==> src/rtl/rwl_pkg.sv <==
// ----------------------------------------------------------------------------
// rwl_pkg
// Shared types and constants of the readers-writer lock arbiter.
// ----------------------------------------------------------------------------
package rwl_pkg;

    localparam int READER_QUEUE_DEPTH = 16;
    localparam int WRITER_QUEUE_DEPTH = 16;
    localparam int ID_BITS            = 8;

    localparam int REQ_TYPE_W = 2;
    localparam int ID_W       = 8;
    localparam int READERS_W  = 8;

    localparam int RQ_AW    = (READER_QUEUE_DEPTH > 1) ? $clog2(READER_QUEUE_DEPTH) : 1;
    localparam int WQ_AW    = (WRITER_QUEUE_DEPTH > 1) ? $clog2(WRITER_QUEUE_DEPTH) : 1;
    localparam int RQ_CNT_W = $clog2(READER_QUEUE_DEPTH + 1);
    localparam int WQ_CNT_W = $clog2(WRITER_QUEUE_DEPTH + 1);

    localparam logic [READERS_W-1:0] READERS_MAX = 8'd255;

    localparam logic STATUS_GRANTED  = 1'b0;
    localparam logic STATUS_REJECTED = 1'b1;
    localparam logic ACCESS_READ     = 1'b0;
    localparam logic ACCESS_WRITE    = 1'b1;

    typedef enum logic [REQ_TYPE_W-1:0] {
        REQ_READ_ACQ  = 2'd0,
        REQ_READ_REL  = 2'd1,
        REQ_WRITE_ACQ = 2'd2,
        REQ_WRITE_REL = 2'd3
    } t_req_type;

    typedef enum logic [1:0] {
        ST_IDLE,
        ST_EVAL,
        ST_READ,
        ST_EMIT
    } t_state;

endpackage

==> src/rtl/rwl_req_if.sv <==
// ----------------------------------------------------------------------------
// rwl_req_if
// Lock request channel: valid/ready handshake with request type and id.
// ----------------------------------------------------------------------------
interface rwl_req_if;
    logic                           valid;
    logic                           ready;
    logic [rwl_pkg::REQ_TYPE_W-1:0] req_type;
    logic [rwl_pkg::ID_W-1:0]       requester_id;

    modport source (output valid, output req_type, output requester_id, input ready);
    modport sink   (input valid, input req_type, input requester_id, output ready);
endinterface

==> src/rtl/rwl_grant_if.sv <==
// ----------------------------------------------------------------------------
// rwl_grant_if
// Grant channel: valid/ready handshake with grant or reject result.
// ----------------------------------------------------------------------------
interface rwl_grant_if;
    logic                     valid;
    logic                     ready;
    logic [rwl_pkg::ID_W-1:0] grant_id;
    logic                     grant_is_writer;
    logic                     status;
    logic                     last;

    modport source (output valid, output grant_id, output grant_is_writer,
                    output status, output last, input ready);
    modport sink   (input valid, input grant_id, input grant_is_writer,
                    input status, input last, output ready);
endinterface

==> src/rtl/readers_writer_lock_arbiter.sv <==
// ----------------------------------------------------------------------------
// readers_writer_lock_arbiter
// Readers-writer lock with writer preference; waiting ids kept in two RAM FIFOs.
// ----------------------------------------------------------------------------
// One request is handled at a time. A request is first captured, then
// evaluated against the counters; each grant popped from a wait queue needs
// a queue RAM read and then a load of the output register. The single output
// register holds one result; evaluation waits while it is full and not being
// taken. The wait queues are two 16 x 8 RAMs whose entries are guarded by the
// wait counts, so no clearing pass follows reset.
module readers_writer_lock_arbiter (
    input  logic          i_clk,
    input  logic          i_rst_n,
    rwl_req_if.sink       i_req,
    rwl_grant_if.source   o_grant
);

    rwl_pkg::t_state    r_state, n_state;
    rwl_pkg::t_req_type r_req_type, n_req_type;
    logic [rwl_pkg::ID_BITS-1:0]   r_req_id, n_req_id;
    logic [rwl_pkg::READERS_W-1:0] r_active, n_active;
    logic                          r_wactive, n_wactive;
    logic [rwl_pkg::RQ_CNT_W-1:0]  r_rcnt, n_rcnt;
    logic [rwl_pkg::WQ_CNT_W-1:0]  r_wcnt, n_wcnt;
    logic [rwl_pkg::RQ_AW-1:0]     r_rhead, n_rhead;
    logic [rwl_pkg::WQ_AW-1:0]     r_whead, n_whead;
    logic                          r_pop_wr, n_pop_wr;

    logic                          r_out_valid, n_out_valid;
    logic [rwl_pkg::ID_W-1:0]      r_out_id, n_out_id;
    logic                          r_out_wr, n_out_wr;
    logic                          r_out_st, n_out_st;
    logic                          r_out_last, n_out_last;

    logic                          out_free;
    logic                          c_pop_rd_start;
    logic                          c_pop_wr_start;
    logic                          c_more;

    logic                          rq_we, wq_we;
    logic [rwl_pkg::RQ_AW-1:0]     rq_tail;
    logic [rwl_pkg::WQ_AW-1:0]     wq_tail;
    logic [rwl_pkg::ID_BITS-1:0]   rq_rdata, wq_rdata;
    logic [rwl_pkg::RQ_CNT_W:0]    rq_sum;
    logic [rwl_pkg::WQ_CNT_W:0]    wq_sum;

    // queue tails: (head + count) mod depth
    assign rq_sum  = (rwl_pkg::RQ_CNT_W + 1)'(r_rhead) + (rwl_pkg::RQ_CNT_W + 1)'(r_rcnt);
    assign wq_sum  = (rwl_pkg::WQ_CNT_W + 1)'(r_whead) + (rwl_pkg::WQ_CNT_W + 1)'(r_wcnt);
    assign rq_tail = (rq_sum >= (rwl_pkg::RQ_CNT_W + 1)'(rwl_pkg::READER_QUEUE_DEPTH))
                   ? rwl_pkg::RQ_AW'(rq_sum - (rwl_pkg::RQ_CNT_W + 1)'(rwl_pkg::READER_QUEUE_DEPTH))
                   : rwl_pkg::RQ_AW'(rq_sum);
    assign wq_tail = (wq_sum >= (rwl_pkg::WQ_CNT_W + 1)'(rwl_pkg::WRITER_QUEUE_DEPTH))
                   ? rwl_pkg::WQ_AW'(wq_sum - (rwl_pkg::WQ_CNT_W + 1)'(rwl_pkg::WRITER_QUEUE_DEPTH))
                   : rwl_pkg::WQ_AW'(wq_sum);

    rwl_ram #(
        .WIDTH (rwl_pkg::ID_BITS),
        .DEPTH (rwl_pkg::READER_QUEUE_DEPTH)
    ) u_reader_queue (
        .i_clk   (i_clk),
        .i_we    (rq_we),
        .i_waddr (rq_tail),
        .i_wdata (r_req_id),
        .i_raddr (r_rhead),
        .o_rdata (rq_rdata)
    );

    rwl_ram #(
        .WIDTH (rwl_pkg::ID_BITS),
        .DEPTH (rwl_pkg::WRITER_QUEUE_DEPTH)
    ) u_writer_queue (
        .i_clk   (i_clk),
        .i_we    (wq_we),
        .i_waddr (wq_tail),
        .i_wdata (r_req_id),
        .i_raddr (r_whead),
        .o_rdata (wq_rdata)
    );

    assign out_free = !r_out_valid || o_grant.ready;

    assign c_pop_rd_start = (r_req_type == rwl_pkg::REQ_WRITE_REL) && r_wactive &&
                            (r_rcnt != '0) && (r_active != rwl_pkg::READERS_MAX);
    assign c_pop_wr_start = ((r_req_type == rwl_pkg::REQ_READ_REL) &&
                             (r_active == rwl_pkg::READERS_W'(1)) &&
                             (r_wcnt != '0) && !r_wactive) ||
                            ((r_req_type == rwl_pkg::REQ_WRITE_REL) && r_wactive &&
                             (r_rcnt == '0) && (r_wcnt != '0));
    assign c_more = !r_pop_wr && (r_rcnt != rwl_pkg::RQ_CNT_W'(1)) &&
                    (r_active != rwl_pkg::READERS_MAX - rwl_pkg::READERS_W'(1));

    // next state
    always_comb begin
        n_state = r_state;
        unique case (r_state)
            rwl_pkg::ST_IDLE: begin
                if (i_req.valid) begin
                    n_state = rwl_pkg::ST_EVAL;
                end
            end
            rwl_pkg::ST_EVAL: begin
                if (out_free) begin
                    n_state = (c_pop_rd_start || c_pop_wr_start) ? rwl_pkg::ST_READ
                                                                 : rwl_pkg::ST_IDLE;
                end
            end
            rwl_pkg::ST_READ: begin
                n_state = rwl_pkg::ST_EMIT;
            end
            rwl_pkg::ST_EMIT: begin
                if (out_free) begin
                    n_state = c_more ? rwl_pkg::ST_READ : rwl_pkg::ST_IDLE;
                end
            end
            default: n_state = rwl_pkg::ST_IDLE;
        endcase
    end

    // datapath and outputs
    always_comb begin
        n_req_type  = r_req_type;
        n_req_id    = r_req_id;
        n_active    = r_active;
        n_wactive   = r_wactive;
        n_rcnt      = r_rcnt;
        n_wcnt      = r_wcnt;
        n_rhead     = r_rhead;
        n_whead     = r_whead;
        n_pop_wr    = r_pop_wr;
        n_out_valid = r_out_valid && !o_grant.ready;
        n_out_id    = r_out_id;
        n_out_wr    = r_out_wr;
        n_out_st    = r_out_st;
        n_out_last  = r_out_last;
        rq_we       = 1'b0;
        wq_we       = 1'b0;
        i_req.ready = 1'b0;

        unique case (r_state)
            rwl_pkg::ST_IDLE: begin
                i_req.ready = 1'b1;
                if (i_req.valid) begin
                    n_req_type = rwl_pkg::t_req_type'(i_req.req_type);
                    n_req_id   = i_req.requester_id[rwl_pkg::ID_BITS-1:0];
                end
            end
            rwl_pkg::ST_EVAL: begin
                if (out_free) begin
                    n_out_id   = rwl_pkg::ID_W'(r_req_id);
                    n_out_last = 1'b1;
                    n_pop_wr   = c_pop_wr_start;
                    case (r_req_type)
                        rwl_pkg::REQ_READ_ACQ: begin
                            n_out_wr = rwl_pkg::ACCESS_READ;
                            if (r_wactive || (r_wcnt != '0)) begin
                                if (r_rcnt == rwl_pkg::RQ_CNT_W'(rwl_pkg::READER_QUEUE_DEPTH)) begin
                                    n_out_valid = 1'b1;
                                    n_out_st    = rwl_pkg::STATUS_REJECTED;
                                end else begin
                                    rq_we  = 1'b1;
                                    n_rcnt = r_rcnt + rwl_pkg::RQ_CNT_W'(1);
                                end
                            end else if (r_active == rwl_pkg::READERS_MAX) begin
                                n_out_valid = 1'b1;
                                n_out_st    = rwl_pkg::STATUS_REJECTED;
                            end else begin
                                n_active    = r_active + rwl_pkg::READERS_W'(1);
                                n_out_valid = 1'b1;
                                n_out_st    = rwl_pkg::STATUS_GRANTED;
                            end
                        end
                        rwl_pkg::REQ_READ_REL: begin
                            if (r_active != '0) begin
                                n_active = r_active - rwl_pkg::READERS_W'(1);
                            end
                        end
                        rwl_pkg::REQ_WRITE_ACQ: begin
                            n_out_wr = rwl_pkg::ACCESS_WRITE;
                            if ((r_active != '0) || r_wactive) begin
                                if (r_wcnt == rwl_pkg::WQ_CNT_W'(rwl_pkg::WRITER_QUEUE_DEPTH)) begin
                                    n_out_valid = 1'b1;
                                    n_out_st    = rwl_pkg::STATUS_REJECTED;
                                end else begin
                                    wq_we  = 1'b1;
                                    n_wcnt = r_wcnt + rwl_pkg::WQ_CNT_W'(1);
                                end
                            end else begin
                                n_wactive   = 1'b1;
                                n_out_valid = 1'b1;
                                n_out_st    = rwl_pkg::STATUS_GRANTED;
                            end
                        end
                        default: begin
                            n_wactive = 1'b0;
                        end
                    endcase
                end
            end
            rwl_pkg::ST_READ: begin
            end
            rwl_pkg::ST_EMIT: begin
                if (out_free) begin
                    n_out_valid = 1'b1;
                    n_out_st    = rwl_pkg::STATUS_GRANTED;
                    if (r_pop_wr) begin
                        n_out_id   = rwl_pkg::ID_W'(wq_rdata);
                        n_out_wr   = rwl_pkg::ACCESS_WRITE;
                        n_out_last = 1'b1;
                        n_wactive  = 1'b1;
                        n_wcnt     = r_wcnt - rwl_pkg::WQ_CNT_W'(1);
                        n_whead    = (r_whead == rwl_pkg::WQ_AW'(rwl_pkg::WRITER_QUEUE_DEPTH - 1))
                                   ? '0 : r_whead + rwl_pkg::WQ_AW'(1);
                    end else begin
                        n_out_id   = rwl_pkg::ID_W'(rq_rdata);
                        n_out_wr   = rwl_pkg::ACCESS_READ;
                        n_out_last = !c_more;
                        n_active   = r_active + rwl_pkg::READERS_W'(1);
                        n_rcnt     = r_rcnt - rwl_pkg::RQ_CNT_W'(1);
                        n_rhead    = (r_rhead == rwl_pkg::RQ_AW'(rwl_pkg::READER_QUEUE_DEPTH - 1))
                                   ? '0 : r_rhead + rwl_pkg::RQ_AW'(1);
                    end
                end
            end
            default: begin
            end
        endcase
    end

    always_ff @(posedge i_clk) begin
        if (!i_rst_n) begin
            r_state     <= rwl_pkg::ST_IDLE;
            r_active    <= '0;
            r_wactive   <= 1'b0;
            r_rcnt      <= '0;
            r_wcnt      <= '0;
            r_rhead     <= '0;
            r_whead     <= '0;
            r_pop_wr    <= 1'b0;
            r_out_valid <= 1'b0;
        end else begin
            r_state     <= n_state;
            r_active    <= n_active;
            r_wactive   <= n_wactive;
            r_rcnt      <= n_rcnt;
            r_wcnt      <= n_wcnt;
            r_rhead     <= n_rhead;
            r_whead     <= n_whead;
            r_pop_wr    <= n_pop_wr;
            r_out_valid <= n_out_valid;
        end
    end

    always_ff @(posedge i_clk) begin
        r_req_type <= n_req_type;
        r_req_id   <= n_req_id;
        r_out_id   <= n_out_id;
        r_out_wr   <= n_out_wr;
        r_out_st   <= n_out_st;
        r_out_last <= n_out_last;
    end

    assign o_grant.valid           = r_out_valid;
    assign o_grant.grant_id        = r_out_id;
    assign o_grant.grant_is_writer = r_out_wr;
    assign o_grant.status          = r_out_st;
    assign o_grant.last            = r_out_last;

    // a writer never holds the lock together with readers
    a_exclusive: assert property (@(posedge i_clk) disable iff (!i_rst_n)
        !(r_wactive && (r_active != '0)))
        else $error("writer active while readers hold the lock");

    a_cnt_range: assert property (@(posedge i_clk) disable iff (!i_rst_n)
        (r_rcnt <= rwl_pkg::RQ_CNT_W'(rwl_pkg::READER_QUEUE_DEPTH)) &&
        (r_wcnt <= rwl_pkg::WQ_CNT_W'(rwl_pkg::WRITER_QUEUE_DEPTH)))
        else $error("wait count beyond queue depth");

    // a pop only ever reads a queue that holds an entry
    a_pop_nonempty: assert property (@(posedge i_clk) disable iff (!i_rst_n)
        (r_state == rwl_pkg::ST_EMIT) |->
        (r_pop_wr ? (r_wcnt != '0) : ((r_rcnt != '0) && (r_active != rwl_pkg::READERS_MAX))))
        else $error("pop from empty wait queue");

endmodule

==> src/rtl/rwl_ram.sv <==
// ----------------------------------------------------------------------------
// rwl_ram
// Generic simple dual-port RAM, one write port, one registered read port.
// ----------------------------------------------------------------------------
module rwl_ram #(
    parameter int WIDTH = 8,
    parameter int DEPTH = 16
) (
    input  logic                                       i_clk,
    input  logic                                       i_we,
    input  logic [((DEPTH > 1) ? $clog2(DEPTH) : 1)-1:0] i_waddr,
    input  logic [WIDTH-1:0]                           i_wdata,
    input  logic [((DEPTH > 1) ? $clog2(DEPTH) : 1)-1:0] i_raddr,
    output logic [WIDTH-1:0]                           o_rdata
);

    logic [WIDTH-1:0] mem [DEPTH];
    logic [WIDTH-1:0] r_rdata;

    always_ff @(posedge i_clk) begin
        if (i_we) begin
            mem[i_waddr] <= i_wdata;
        end
        r_rdata <= mem[i_raddr];
    end

    assign o_rdata = r_rdata;

endmodule
==> src/flat_wrapper.sv <==
// flat-port wrapper written by rule: the top's interface ports become plain ports
module readers_writer_lock_arbiter_flat 
  (i_clk, i_rst_n, i_req_valid, i_req_req_type, i_req_requester_id, i_req_ready, o_grant_valid, o_grant_grant_id, o_grant_grant_is_writer, o_grant_status, o_grant_last, o_grant_ready);
  rwl_req_if i_req_i ();
  rwl_grant_if o_grant_i ();
  input  logic i_clk;
  input  logic i_rst_n;
  input wire logic [$bits(i_req_i.valid)-1:0] i_req_valid;
  input wire logic [$bits(i_req_i.req_type)-1:0] i_req_req_type;
  input wire logic [$bits(i_req_i.requester_id)-1:0] i_req_requester_id;
  output wire logic [$bits(i_req_i.ready)-1:0] i_req_ready;
  output wire logic [$bits(o_grant_i.valid)-1:0] o_grant_valid;
  output wire logic [$bits(o_grant_i.grant_id)-1:0] o_grant_grant_id;
  output wire logic [$bits(o_grant_i.grant_is_writer)-1:0] o_grant_grant_is_writer;
  output wire logic [$bits(o_grant_i.status)-1:0] o_grant_status;
  output wire logic [$bits(o_grant_i.last)-1:0] o_grant_last;
  input wire logic [$bits(o_grant_i.ready)-1:0] o_grant_ready;
  assign i_req_i.valid = i_req_valid;
  assign i_req_i.req_type = i_req_req_type;
  assign i_req_i.requester_id = i_req_requester_id;
  assign i_req_ready = i_req_i.ready;
  assign o_grant_valid = o_grant_i.valid;
  assign o_grant_grant_id = o_grant_i.grant_id;
  assign o_grant_grant_is_writer = o_grant_i.grant_is_writer;
  assign o_grant_status = o_grant_i.status;
  assign o_grant_last = o_grant_i.last;
  assign o_grant_i.ready = o_grant_ready;
  readers_writer_lock_arbiter u_core (.i_clk(i_clk), .i_rst_n(i_rst_n), .i_req(i_req_i), .o_grant(o_grant_i));
endmodule
==> config.mk <==
export PLATFORM = sky130hd
export DESIGN_NAME = readers_writer_lock_arbiter_flat
export DESIGN_NICKNAME = d
export VERILOG_FILES = /design/src/rtl/rwl_pkg.sv /design/src/rtl/rwl_req_if.sv /design/src/rtl/rwl_grant_if.sv /design/src/rtl/readers_writer_lock_arbiter.sv /design/src/rtl/rwl_ram.sv /design/src/flat_wrapper.sv
export SDC_FILE = /design/constraint.sdc
export NUM_CORES = 1
export LEC_CHECK = 0
export BUFFER_PORTS_ARGS = -buffer_cell sky130_fd_sc_hd__buf_2
export CORE_ASPECT_RATIO = 0.75
export CORE_MARGIN = 1
export CORE_UTILIZATION = 60
export CTS_CLUSTER_SIZE = 10
export DETAILED_ROUTE_END_ITERATION = 7
export PLACE_DENSITY = 0.77
export SLEW_MARGIN = 10
export SYNTH_ARGS = -nofsm -noshare
export SYNTH_HDL_FRONTEND = slang
export SYNTH_SLANG_ARGS = --single-unit
==> constraint.sdc <==
create_clock -name i_clk -period 7.51 [get_ports i_clk]
set_clock_uncertainty 0.05 [all_clocks]
set_input_delay 1.1265 -clock i_clk [delete_from_list [all_inputs] [get_ports i_clk]]
set_output_delay 1.1265 -clock i_clk [all_outputs]
set_load 0.03 [all_outputs]
### Word-level counts from Yosys, hierarchy flattened

Memories as Yosys holds them, arrays and structs flattened. A register that Yosys moved wholly into a read port is not among the register bits.
Cells that the tools add are included.

| operators by class | value |
|---|---|
| add/sub/neg operators | 12 |
| order comparisons | 2 |
| equality and inequality tests | 35 |
| muxes and demuxes | 83 |
| bitwise gates (word level) | 1 |
| reduce and logical (&&, ||, !) cells | 41 |

Operators by type and width:

| kind | count |
|---|---|
| 2-to-1 mux 8 bit | 9 |
| 2-to-1 mux 5 bit | 12 |
| one-hot mux 8 bit (2 select lines) | 3 |
| 2-to-1 mux 1 bit | 38 |
| one-hot mux 5 bit (2 select lines) | 2 |
| one-hot mux 1 bit (2 select lines) | 9 |
| 2-to-1 mux 4 bit | 4 |
| inequality test 8 bit (second input constant) | 2 |
| AND reduction 7 bit | 2 |
| adder 4 x 5 -> 6 bit | 2 |
| greater-or-equal comparator 6 x 5 -> 1 bit (second input constant) | 2 |
| inequality test 2 x 1 -> 1 bit (second input constant) | 6 |
| inequality test 2 bit (second input constant) | 6 |
| inequality test 3 bit (second input constant) | 4 |
| AND reduction 3 bit | 4 |
| AND reduction 6 bit | 2 |
| logical AND 1 bit | 11 |
| adder 5 x 1 -> 5 bit (second input constant) | 2 |
| equality test 5 bit (second input constant) | 2 |
| 2-to-1 mux 2 bit | 5 |
| nonzero test 5 bit | 2 |
| subtractor 5 x 1 -> 5 bit (second input constant) | 2 |
| adder 4 x 1 -> 4 bit (second input constant) | 2 |
| adder 8 x 1 -> 8 bit (second input constant) | 1 |
| 22 further kinds | 40 |

| word-level totals | value |
|---|---|
| flip-flop bits (word level) | 52 |
| RAM bits | 256 |
| input port bits | 14 |
| word-level logic and storage cells | 191 |
| memories | 2 |

Memory list:

| memory | words | width | rd ports | clocked after Yosys merged registers in | wr ports | RTL line | RTL |
|---|---|---|---|---|---|---|---|
| u_core.u_reader_queue.mem | 16 | 8 | 1 | 1 | 1 | rwl_ram.sv:17 | `logic [WIDTH-1:0] mem [DEPTH];` |
| u_core.u_writer_queue.mem | 16 | 8 | 1 | 1 | 1 | rwl_ram.sv:17 |  |

### Depth between registers and ports, before layout

Gate-level depths: netlist of run 1.

| logic depth | value |
|---|---|
| depth in word-level cells | 9 |
| depth in mapped cells | 10 |
| mapped depth without buffers | 8 |

### Hierarchy

Synthesis of run 1 repeated with hierarchy kept, for this count alone.

| unflattened totals | value |
|---|---|
| cells, all modules | 809 |
| area total of the unflattened synthesis | 13,521.7 um2 |

Modules (own cells, without submodules):

| module | times used | cells each | area an instance (um2) | seq. area each (um2) |
|---|---|---|---|---|
| rwl_ram | 2 | 229 | 5,147.4 | 4,003.8 |
| readers_writer_lock_arbiter | 1 | 351 | 3,226.8 | 1,251.2 |

### Least setup slack after synthesis of run 1

Ideal clock, no wire load.

| path | value |
|---|---|
| kind | input to register |
| start point | in o_grant_ready |
| end point | mem u_core.u_reader_queue.mem[0][0] (enable) |
| library setup time | 370 ps |
| data arrival time | 2,333 ps |
| data required time | 7,090 ps |
| setup slack | 4,757 ps |
| cell stages on the path | 5 |
| buffers on the path | 0 |
| cell sequence | nor2b_1 > nor2_1 > nand2_1 > or3_1 > nor2_1 |

| between the ends | value |
|---|---|
| longest elaborated chain between the ends | 5 |

Ends and longest elaborated chain:

| element | RTL line | RTL |
|---|---|---|
| start, declared | flat_wrapper.sv:17 | `input wire logic [$bits(o_grant_i.ready)-1:0] o_grant_ready;` |
| logical OR 1 bit | readers_writer_lock_arbiter.sv:81 | `assign out_free = !r_out_valid \|\| o_grant.ready;` |
| 2-to-1 mux 1 bit | readers_writer_lock_arbiter.sv:149 | `if (out_free) begin` |
| 2-to-1 mux 1 bit | readers_writer_lock_arbiter.sv:140 | `unique case (r_state)` |
| 2-to-1 mux 1 bit | rwl_ram.sv:21 | `if (i_we) begin` |
| 2-to-1 mux 1 bit (not written as such) | rwl_ram.sv:22 | `mem[i_waddr] <= i_wdata;` |
| end, declared | rwl_ram.sv:17 |  |

No other way between the ends.

### Worst setup path after layout of run 1

| path | value |
|---|---|
| start point | reg u_core.r_rhead[0] (netlist bit) |
| end point | mem u_core.u_reader_queue.mem[13][3] (enable) |

| between the ends | value |
|---|---|
| longest elaborated chain between the ends | 3 |
| elaborated cells on any way between the ends | 4 |

Ends and longest elaborated chain:

| element | RTL line | RTL |
|---|---|---|
| start, declared | readers_writer_lock_arbiter.sv:25 | `logic [rwl_pkg::RQ_AW-1:0] r_rhead, n_rhead;` |
| start signal, assigned | readers_writer_lock_arbiter.sv:247 | `r_rhead <= n_rhead;` |
| adder 4 x 5 -> 6 bit (*) | readers_writer_lock_arbiter.sv:48 | `assign rq_sum = (rwl_pkg::RQ_CNT_W + 1)'(r_rhead) + (rwl_pkg::RQ_CNT_W + 1)'(r_rcnt);` |
| greater-or-equal comparator 6 x 5 -> 1 bit or subtractor 4 x 1 -> 4 bit (tied branches) | readers_writer_lock_arbiter.sv:50, readers_writer_lock_arbiter.sv:51 |  |
| 2-to-1 mux 4 bit (*) | readers_writer_lock_arbiter.sv:51 | `? rwl_pkg::RQ_AW'(rq_sum - (rwl_pkg::RQ_CNT_W + 1)'(rwl_pkg::READER_QUEUE_DEPTH))` |

Every way passes the cells marked *; elsewhere a longest branch is shown, timed or not.

==> results of run 1 <==
-- path summary, 6_finish.rpt --
kind | start | to | depth (start not counted)
setup / recovery | u_core.r_rhead[0] | u_core.u_reader_queue.mem[13][3] | 5
hold / removal | u_core.r_wcnt[4] | u_core.r_wcnt[4] | 2
setup reg to reg | u_core.r_rhead[0] | u_core.u_reader_queue.mem[13][3] | 5
hold reg to reg | u_core.r_wcnt[4] | u_core.r_wcnt[4] | 2
-- cell usage in the layout, fill, tap and decap left out, drive strengths merged, types with 7 or more instances in the layout --
master | synthesis | layout
ha | 20 | 20
nor2 | 48 | 48
clkbuf | 19 | 67
nor3 | 7 | 7
edfxtp | 277 | 277
nand2 | 42 | 42
mux2i | 36 | 36
xnor2 | 12 | 12
mux4 | 64 | 64
a211oi | 20 | 20
nand2b | 10 | 10
nor2b | 21 | 21
buf | 24 | 40
o21ai | 21 | 21
dfxtp | 47 | 47
a21oi | 36 | 36
inv | 10 | 12
nand4 | 7 | 7
-- cells by family (layout without fill, tap and decap cells) --
family,Yosys count,after routing,synth area share (%)
adder cells (fa/ha/maj),23,23,2.32
other,0,1,0
AND/OR/NAND/NOR,175,175,6.82
AO/OA/AOI/OAI,109,109,5.33
XOR/XNOR,17,17,1.11
multiplexers,100,100,13.5
buffers and inverters,53,120,1.77
flip-flops,324,324,69.2
-- area by class of cell --
class                   instances  area [sq um]  share of cell area, %
flip-flops and latches        324          9260                   62.1
multi-input cells             424          3890                   26.1
clock buffers                  67          1080                   7.25
well taps                     288           360                   2.42
repair buffers                 40           235                   1.58
inverters                      10          37.5                  0.252
clock inverters                 3          36.3                  0.243
diodes                          1          2.50                 0.0168
-- sequential cells by signal (all words and copies together), names as in the netlist --
register	cells
u_core.o_grant.grant_id	8
u_core.r_wactive	1
u_core.o_grant.grant_is_writer	1
u_core.r_rhead	4
u_core.u_writer_queue.mem	128
u_core.o_grant.status	1
u_core.r_wcnt	5
u_core.u_writer_queue.o_rdata	8
u_core.u_reader_queue.o_rdata	8
u_core.r_pop_wr	1
u_core.u_reader_queue.mem	128
u_core.r_req_id	8
u_core.r_req_type	2
u_core.r_active	8
u_core.r_state	2
u_core.o_grant.valid	1
u_core.r_whead	4
u_core.o_grant.last	1
u_core.r_rcnt	5
-- routing by layer --
metal  track usage, %  wire [um]  up-vias
met5                0          0        -
met4             11.2       1000        0
met3             7.09       3250       82
met2             39.6      13600      451
met1             41.8      12900     3822
li1                 -          -     3244
-- metrics by stage --
stage          cell area (sq um)  worst slack, ns  hold slack, ns
6_report                   14900             4.29           0.480
5_1_grt                    14900             4.09           0.523
4_1_cts                    14900             4.32           0.476
3_5_place_dp               13800             4.05           0.468
3_3_place_gp               13800             4.10           0.444
2_1_floorplan              13400             4.76           0.422
-- power by group --
| part | internal [uW] | switching (uW) | total, uW |
|---|---|---|---|
| clock network | 978 | 695 | 1670 |
| logic | 62.1 | 139 | 202 |
| registers | 1990 | 21.2 | 2010 |
-- synthesized netlist by cell type, drive strengths merged, types with 7 or more instances --
cell type	n
inv	10
a21oi	36
o21ai	21
nor3	7
edfxtp	277
nand2b	10
mux2i	36
clkbuf	19
nand4	7
nor2b	21
buf	24
mux4	64
a211oi	20
dfxtp	47
nand2	42
xnor2	12
ha	20
nor2	48
-- worst max-delay path, stage by stage, from the launching register on --
cell,delay (ns)
dfxtp_2,0.31
buf_4,0.52
ha_1,0.32
fa_1,0.46
nand4b_1,0.47
nor2_1,0.70
==> flow_metrics.env, run 1 <==
export IMPL_setup_tns_final_ns=0
export IMPL_fin_crit_ns=3.22
export IMPL_wl_um=30700
export IMPL_num_vias=7599
export IMPL_ys_ff_latch=324
export IMPL_worstSetupEndpointType="flip-flop"
export IMPL_track_usage_pct=28.0
export IMPL_synthTopCellsByArea="edfxtp_1 62%, mux4_2 11%, dfxtp_1 7.0%, mux2i_1 2.7%, ha_1 1.9%"
export IMPL_synthToLayoutAreaGrowth_pct=11.4
export IMPL_drv_cap=0
export IMPL_dieArea_sq_um=22900
export IMPL_gp_congestion=0.932
export IMPL_yosysTopAreaCellShare_pct=62.2
export IMPL_critPathMaxFanout=38
export IMPL_rows=46
export IMPL_cts_buffers_inserted=38
export IMPL_first_global_vias=7539
export IMPL_synth_fp_nets=838
export IMPL_core_sq_um=21500
export IMPL_ys_async_sr_fraction_pct=0
export IMPL_start_util_pct=62.2
export IMPL_fmax_mhz=311
export IMPL_worst_slew_pin_slew_ns=0.898
export IMPL_cts_num_sinks=324
export IMPL_final_period_utilization_pct=42.9
export IMPL_hold_buffers=0
export IMPL_min_path_type="flip-flop to flip-flop"
export IMPL_clockBufferDepth=3
export IMPL_leakage_uw=0.00481
export IMPL_syn_cell_area_sq_um=13400
export IMPL_die_w_um=174
export IMPL_instances_no_fill=1157
export IMPL_grt_pass1_wl_um=46800
export IMPL_synth_ff_type="edfxtp_1"
export IMPL_final_layout_size_suffix_gt1_share_pct=17.7
export IMPL_utilization_pct=69.2
export IMPL_cts_root_buf="clkbuf_16"
export IMPL_clkLatencyLatePin_ns=0.52
export IMPL_ant_nets=0
export IMPL_io_buffers=26
export IMPL_yosys_warnings=0
export IMPL_clk_pin_slew_ns=0.06
export IMPL_final_nets=875
export IMPL_avgSynthCellArea_sq_um=16.7
export IMPL_start_kind="flip-flop"
export IMPL_drv_slew=0
export IMPL_rsz0062_at_grt="no"
export IMPL_powerDensity_nw_per_um2=261
export IMPL_cts_resized=0
export IMPL_drt_pass1_iter_count=5
export IMPL_ys_types=57
export IMPL_drc=0
export IMPL_r2r_setup_slack_ns=4.29
export IMPL_cp_arrival_ns=3.32
export IMPL_io_pins=27
export IMPL_synth_edf_count=277
export IMPL_dieHeight_um=131
export IMPL_slew_headroom_pct=39.7
export IMPL_drt_iter0_markers=1030
export IMPL_grt_max_degree=39
export IMPL_dp_cells=1086
export IMPL_irDropWorstVdd_mv=0.207
export IMPL_fill_cells=1360
export IMPL_cp_data_required_time_ns=7.61
export IMPL_antenna_found_initial=2
export IMPL_wire_per_inst_um=26.6
export IMPL_ys_seq_area_share_pct=69.2
export IMPL_htreeDepth=2
export IMPL_critical_path_class="flip-flop to flip-flop"
export IMPL_timing_final_hold_violations=0
export IMPL_finalSetupViolations=0
export IMPL_synth_top_area_cell="edfxtp_1"
export IMPL_fin_total_pwr_uw=3880
export IMPL_status="complete, no violations"
export IMPL_grt_overflow_total=0
export IMPL_syn_inst=801
export IMPL_cts_tree="yes"
export IMPL_dp_hpwl_um=18500
export IMPL_viasPerCell=6.57
export IMPL_postCtsSetupBuffers=0
(Power assumes the default switching activity.)
==> inputs of run 2 (changes only) <==
--- a/config.mk
+++ b/config.mk
@@ -8,10 +8,10 @@
 export BUFFER_PORTS_ARGS = -buffer_cell sky130_fd_sc_hd__buf_2
 export CORE_ASPECT_RATIO = 0.75
 export CORE_MARGIN = 1
-export CORE_UTILIZATION = 60
+export CORE_UTILIZATION = 56
 export CTS_CLUSTER_SIZE = 10
 export DETAILED_ROUTE_END_ITERATION = 7
-export PLACE_DENSITY = 0.77
+export PLACE_DENSITY = 0.75
 export SLEW_MARGIN = 10
 export SYNTH_ARGS = -nofsm -noshare
 export SYNTH_HDL_FRONTEND = slang
==> constraint.sdc (replaced) <==
create_clock -name i_clk -period 2.6 [get_ports i_clk]
set_clock_uncertainty 0.05 [all_clocks]
set_input_delay 0.39 -clock i_clk [delete_from_list [all_inputs] [get_ports i_clk]]
set_output_delay 0.39 -clock i_clk [all_outputs]
set_load 0.03 [all_outputs]
==> flow_metrics.env, run 2 (synthesis results as in run 1) <==
export IMPL_clockBufferDepth=3
export IMPL_final_period_utilization_pct=95.0
export IMPL_num_vias=7708
export IMPL_grt_pass1_wl_um=44000
export IMPL_dp_hpwl_um=18000
export IMPL_largestRegisters="u_core.u_reader_queue.mem x128, u_core.u_writer_queue.mem x128"
export IMPL_first_global_vias=7586
export IMPL_crit_buf_inv=2
export IMPL_wire_per_inst_um=23.5
export IMPL_setup_slack_ns=0.131
export IMPL_core_sq_um=23200
export IMPL_finalSetupViolations=0
export IMPL_clkLatencyLatePin_ns=0.51
export IMPL_cts_root_buf="clkbuf_16"
export IMPL_start_kind="flip-flop"
export IMPL_worst_slew_pin_slew_ns=0.776
export IMPL_clk_pin_slew_ns=0.06
export IMPL_cts_buffers_inserted=38
export IMPL_synthToLayoutAreaGrowth_pct=15.2
export IMPL_drt_iter0_markers=943
export IMPL_drt_pass1_iter_count=5
export IMPL_irDropWorstVdd_mv=0.413
export IMPL_final_layout_size_suffix_gt1_share_pct=21.9
export IMPL_layout_common_cells="277 x edfxtp_1, 64 x mux4_2, 53 x buf_4, 48 x nor2_1, 43 x dfxtp_1"
export IMPL_final_common_cell="edfxtp_1"
export IMPL_drv_slew=0
export IMPL_fill_cells=1485
export IMPL_io_buffers=26
export IMPL_critical_path_class="flip-flop to flip-flop"
export IMPL_critPathMaxStageDelay_ns=0.42
export IMPL_cp_data_required_time_ns=2.77
export IMPL_crit_family="simple AND/OR/NAND/NOR gates"
export IMPL_wl_um=28600
export IMPL_regArea_sq_um=9260
export IMPL_status="complete, no violations"
export IMPL_final_nets=929
export IMPL_drc=0
export IMPL_htreeDepth=2
export IMPL_antenna_found_initial=0
export IMPL_dieHeight_um=136
export IMPL_timing_final_hold_violations=0
export IMPL_rsz0062_at_grt="no"
export IMPL_worstSetupEndpointType="flip-flop"
export IMPL_place_ws_ns=0.0536
export IMPL_critPathMaxFanout=8
export IMPL_slew_headroom_pct=48.2
export IMPL_dieArea_sq_um=24500
export IMPL_diodes=0
export IMPL_fin_crit_ns=2.47
export IMPL_setup_tns_final_ns=0
export IMPL_fin_total_pwr_uw=11200
export IMPL_start_util_pct=57.6
export IMPL_ant_nets=0
export IMPL_die_w_um=181
export IMPL_powerDensity_nw_per_um2=725
export IMPL_grt_max_degree=38
export IMPL_cts_tree="yes"
export IMPL_leakage_uw=0.00512
export IMPL_rows=48
export IMPL_multi_input_area_sq_um=3890
export IMPL_cp_slowest_cell="dfxtp_1"
export IMPL_track_usage_pct=24.1
export IMPL_gp_congestion=0.931
export IMPL_cp_arrival_ns=2.64
export IMPL_min_path_type="input pin to flip-flop"
export IMPL_io_pins=27
export IMPL_viasPerCell=6.31
export IMPL_grt_overflow_total=0
export IMPL_fmax_mhz=405
export IMPL_cts_num_sinks=324
export IMPL_drv_cap=0
export IMPL_path_cells="inv_1 -> ha_1 -> nor4b_1 -> nand3b_1 -> and3_2 -> nand4b_1 -> nor2_1 -> buf_4"
-- run 2: changes by cell type in the layout (fill, tap and decap cells not counted), sizes merged --
cell,previous run,this run
dlygate4sd3,0,9
inv,12,11
buf,40,85
clkinv,0,1
clkinvlp,1,0
diode,1,0
-- run 2: final timing paths --
check	endpoint	startpoint	depth (start not counted)	slack [ns]
setup / recovery	u_core.u_writer_queue.mem[6][6]	u_core.r_active[0]	8	0.13
hold / removal	u_core.r_req_type[0]	i_req_req_type[0]	1	0.03
setup reg to reg	u_core.u_writer_queue.mem[6][6]	u_core.r_active[0]	8	0.13
hold reg to reg	u_core.r_rcnt[4]	u_core.r_rcnt[4]	2	0.48
-- run 2: routing by layer --
layer	track usage, %	part of all wire [%]	vias up
li1	-	-	3342
met1	36.1	44	3906
met2	36.1	45	412
met3	5.49	9.5	48
met4	5.75	1.9	0
met5	0	0	-
-- run 2: what timing repair did --
action | in CTS | in global routing
endpoints found under the hold margin | 9 | 0
endpoints found under the setup margin | 0 | 256
hold buffers | 9 | 0
gates resized for setup | 0 | 4
buffers inserted | 0 | 1
-- run 2: report_power, final --
group | switching, uW | internal (uW)
registers | 91.6 | 5740
clock network | 1950 | 2790
logic | 374 | 219
total | 2420 | 8750
-- run 2: cell type report --
| type | instances | area share, % |
|---|---|---|
| Timing Repair Buffer | 94 | 4.79 |
| Clock buffer | 67 | 6.94 |
| Tap cell | 300 | 2.44 |
| Inverter | 10 | 0.244 |
| Multi-Input combinational cell | 424 | 25.3 |
| Sequential cell | 324 | 60.1 |
| Clock inverter | 2 | 0.235 |
-- run 2: through the flow --
stage / util, % / std cells / instance area, sq um / hold WS [ns]
after global placement: 61.1 / 1142 / 14200 / 0.446
after global routing: 66.3 / 1221 / 15400 / 0.0167
after CTS: 66.3 / 1220 / 15400 / 0.0205
final: 66.3 / 1221 / 15400 / 0.0285
after detailed placement: 61.1 / 1142 / 14200 / 0.458
after floorplan: - / 801 / 13400 / 0.422
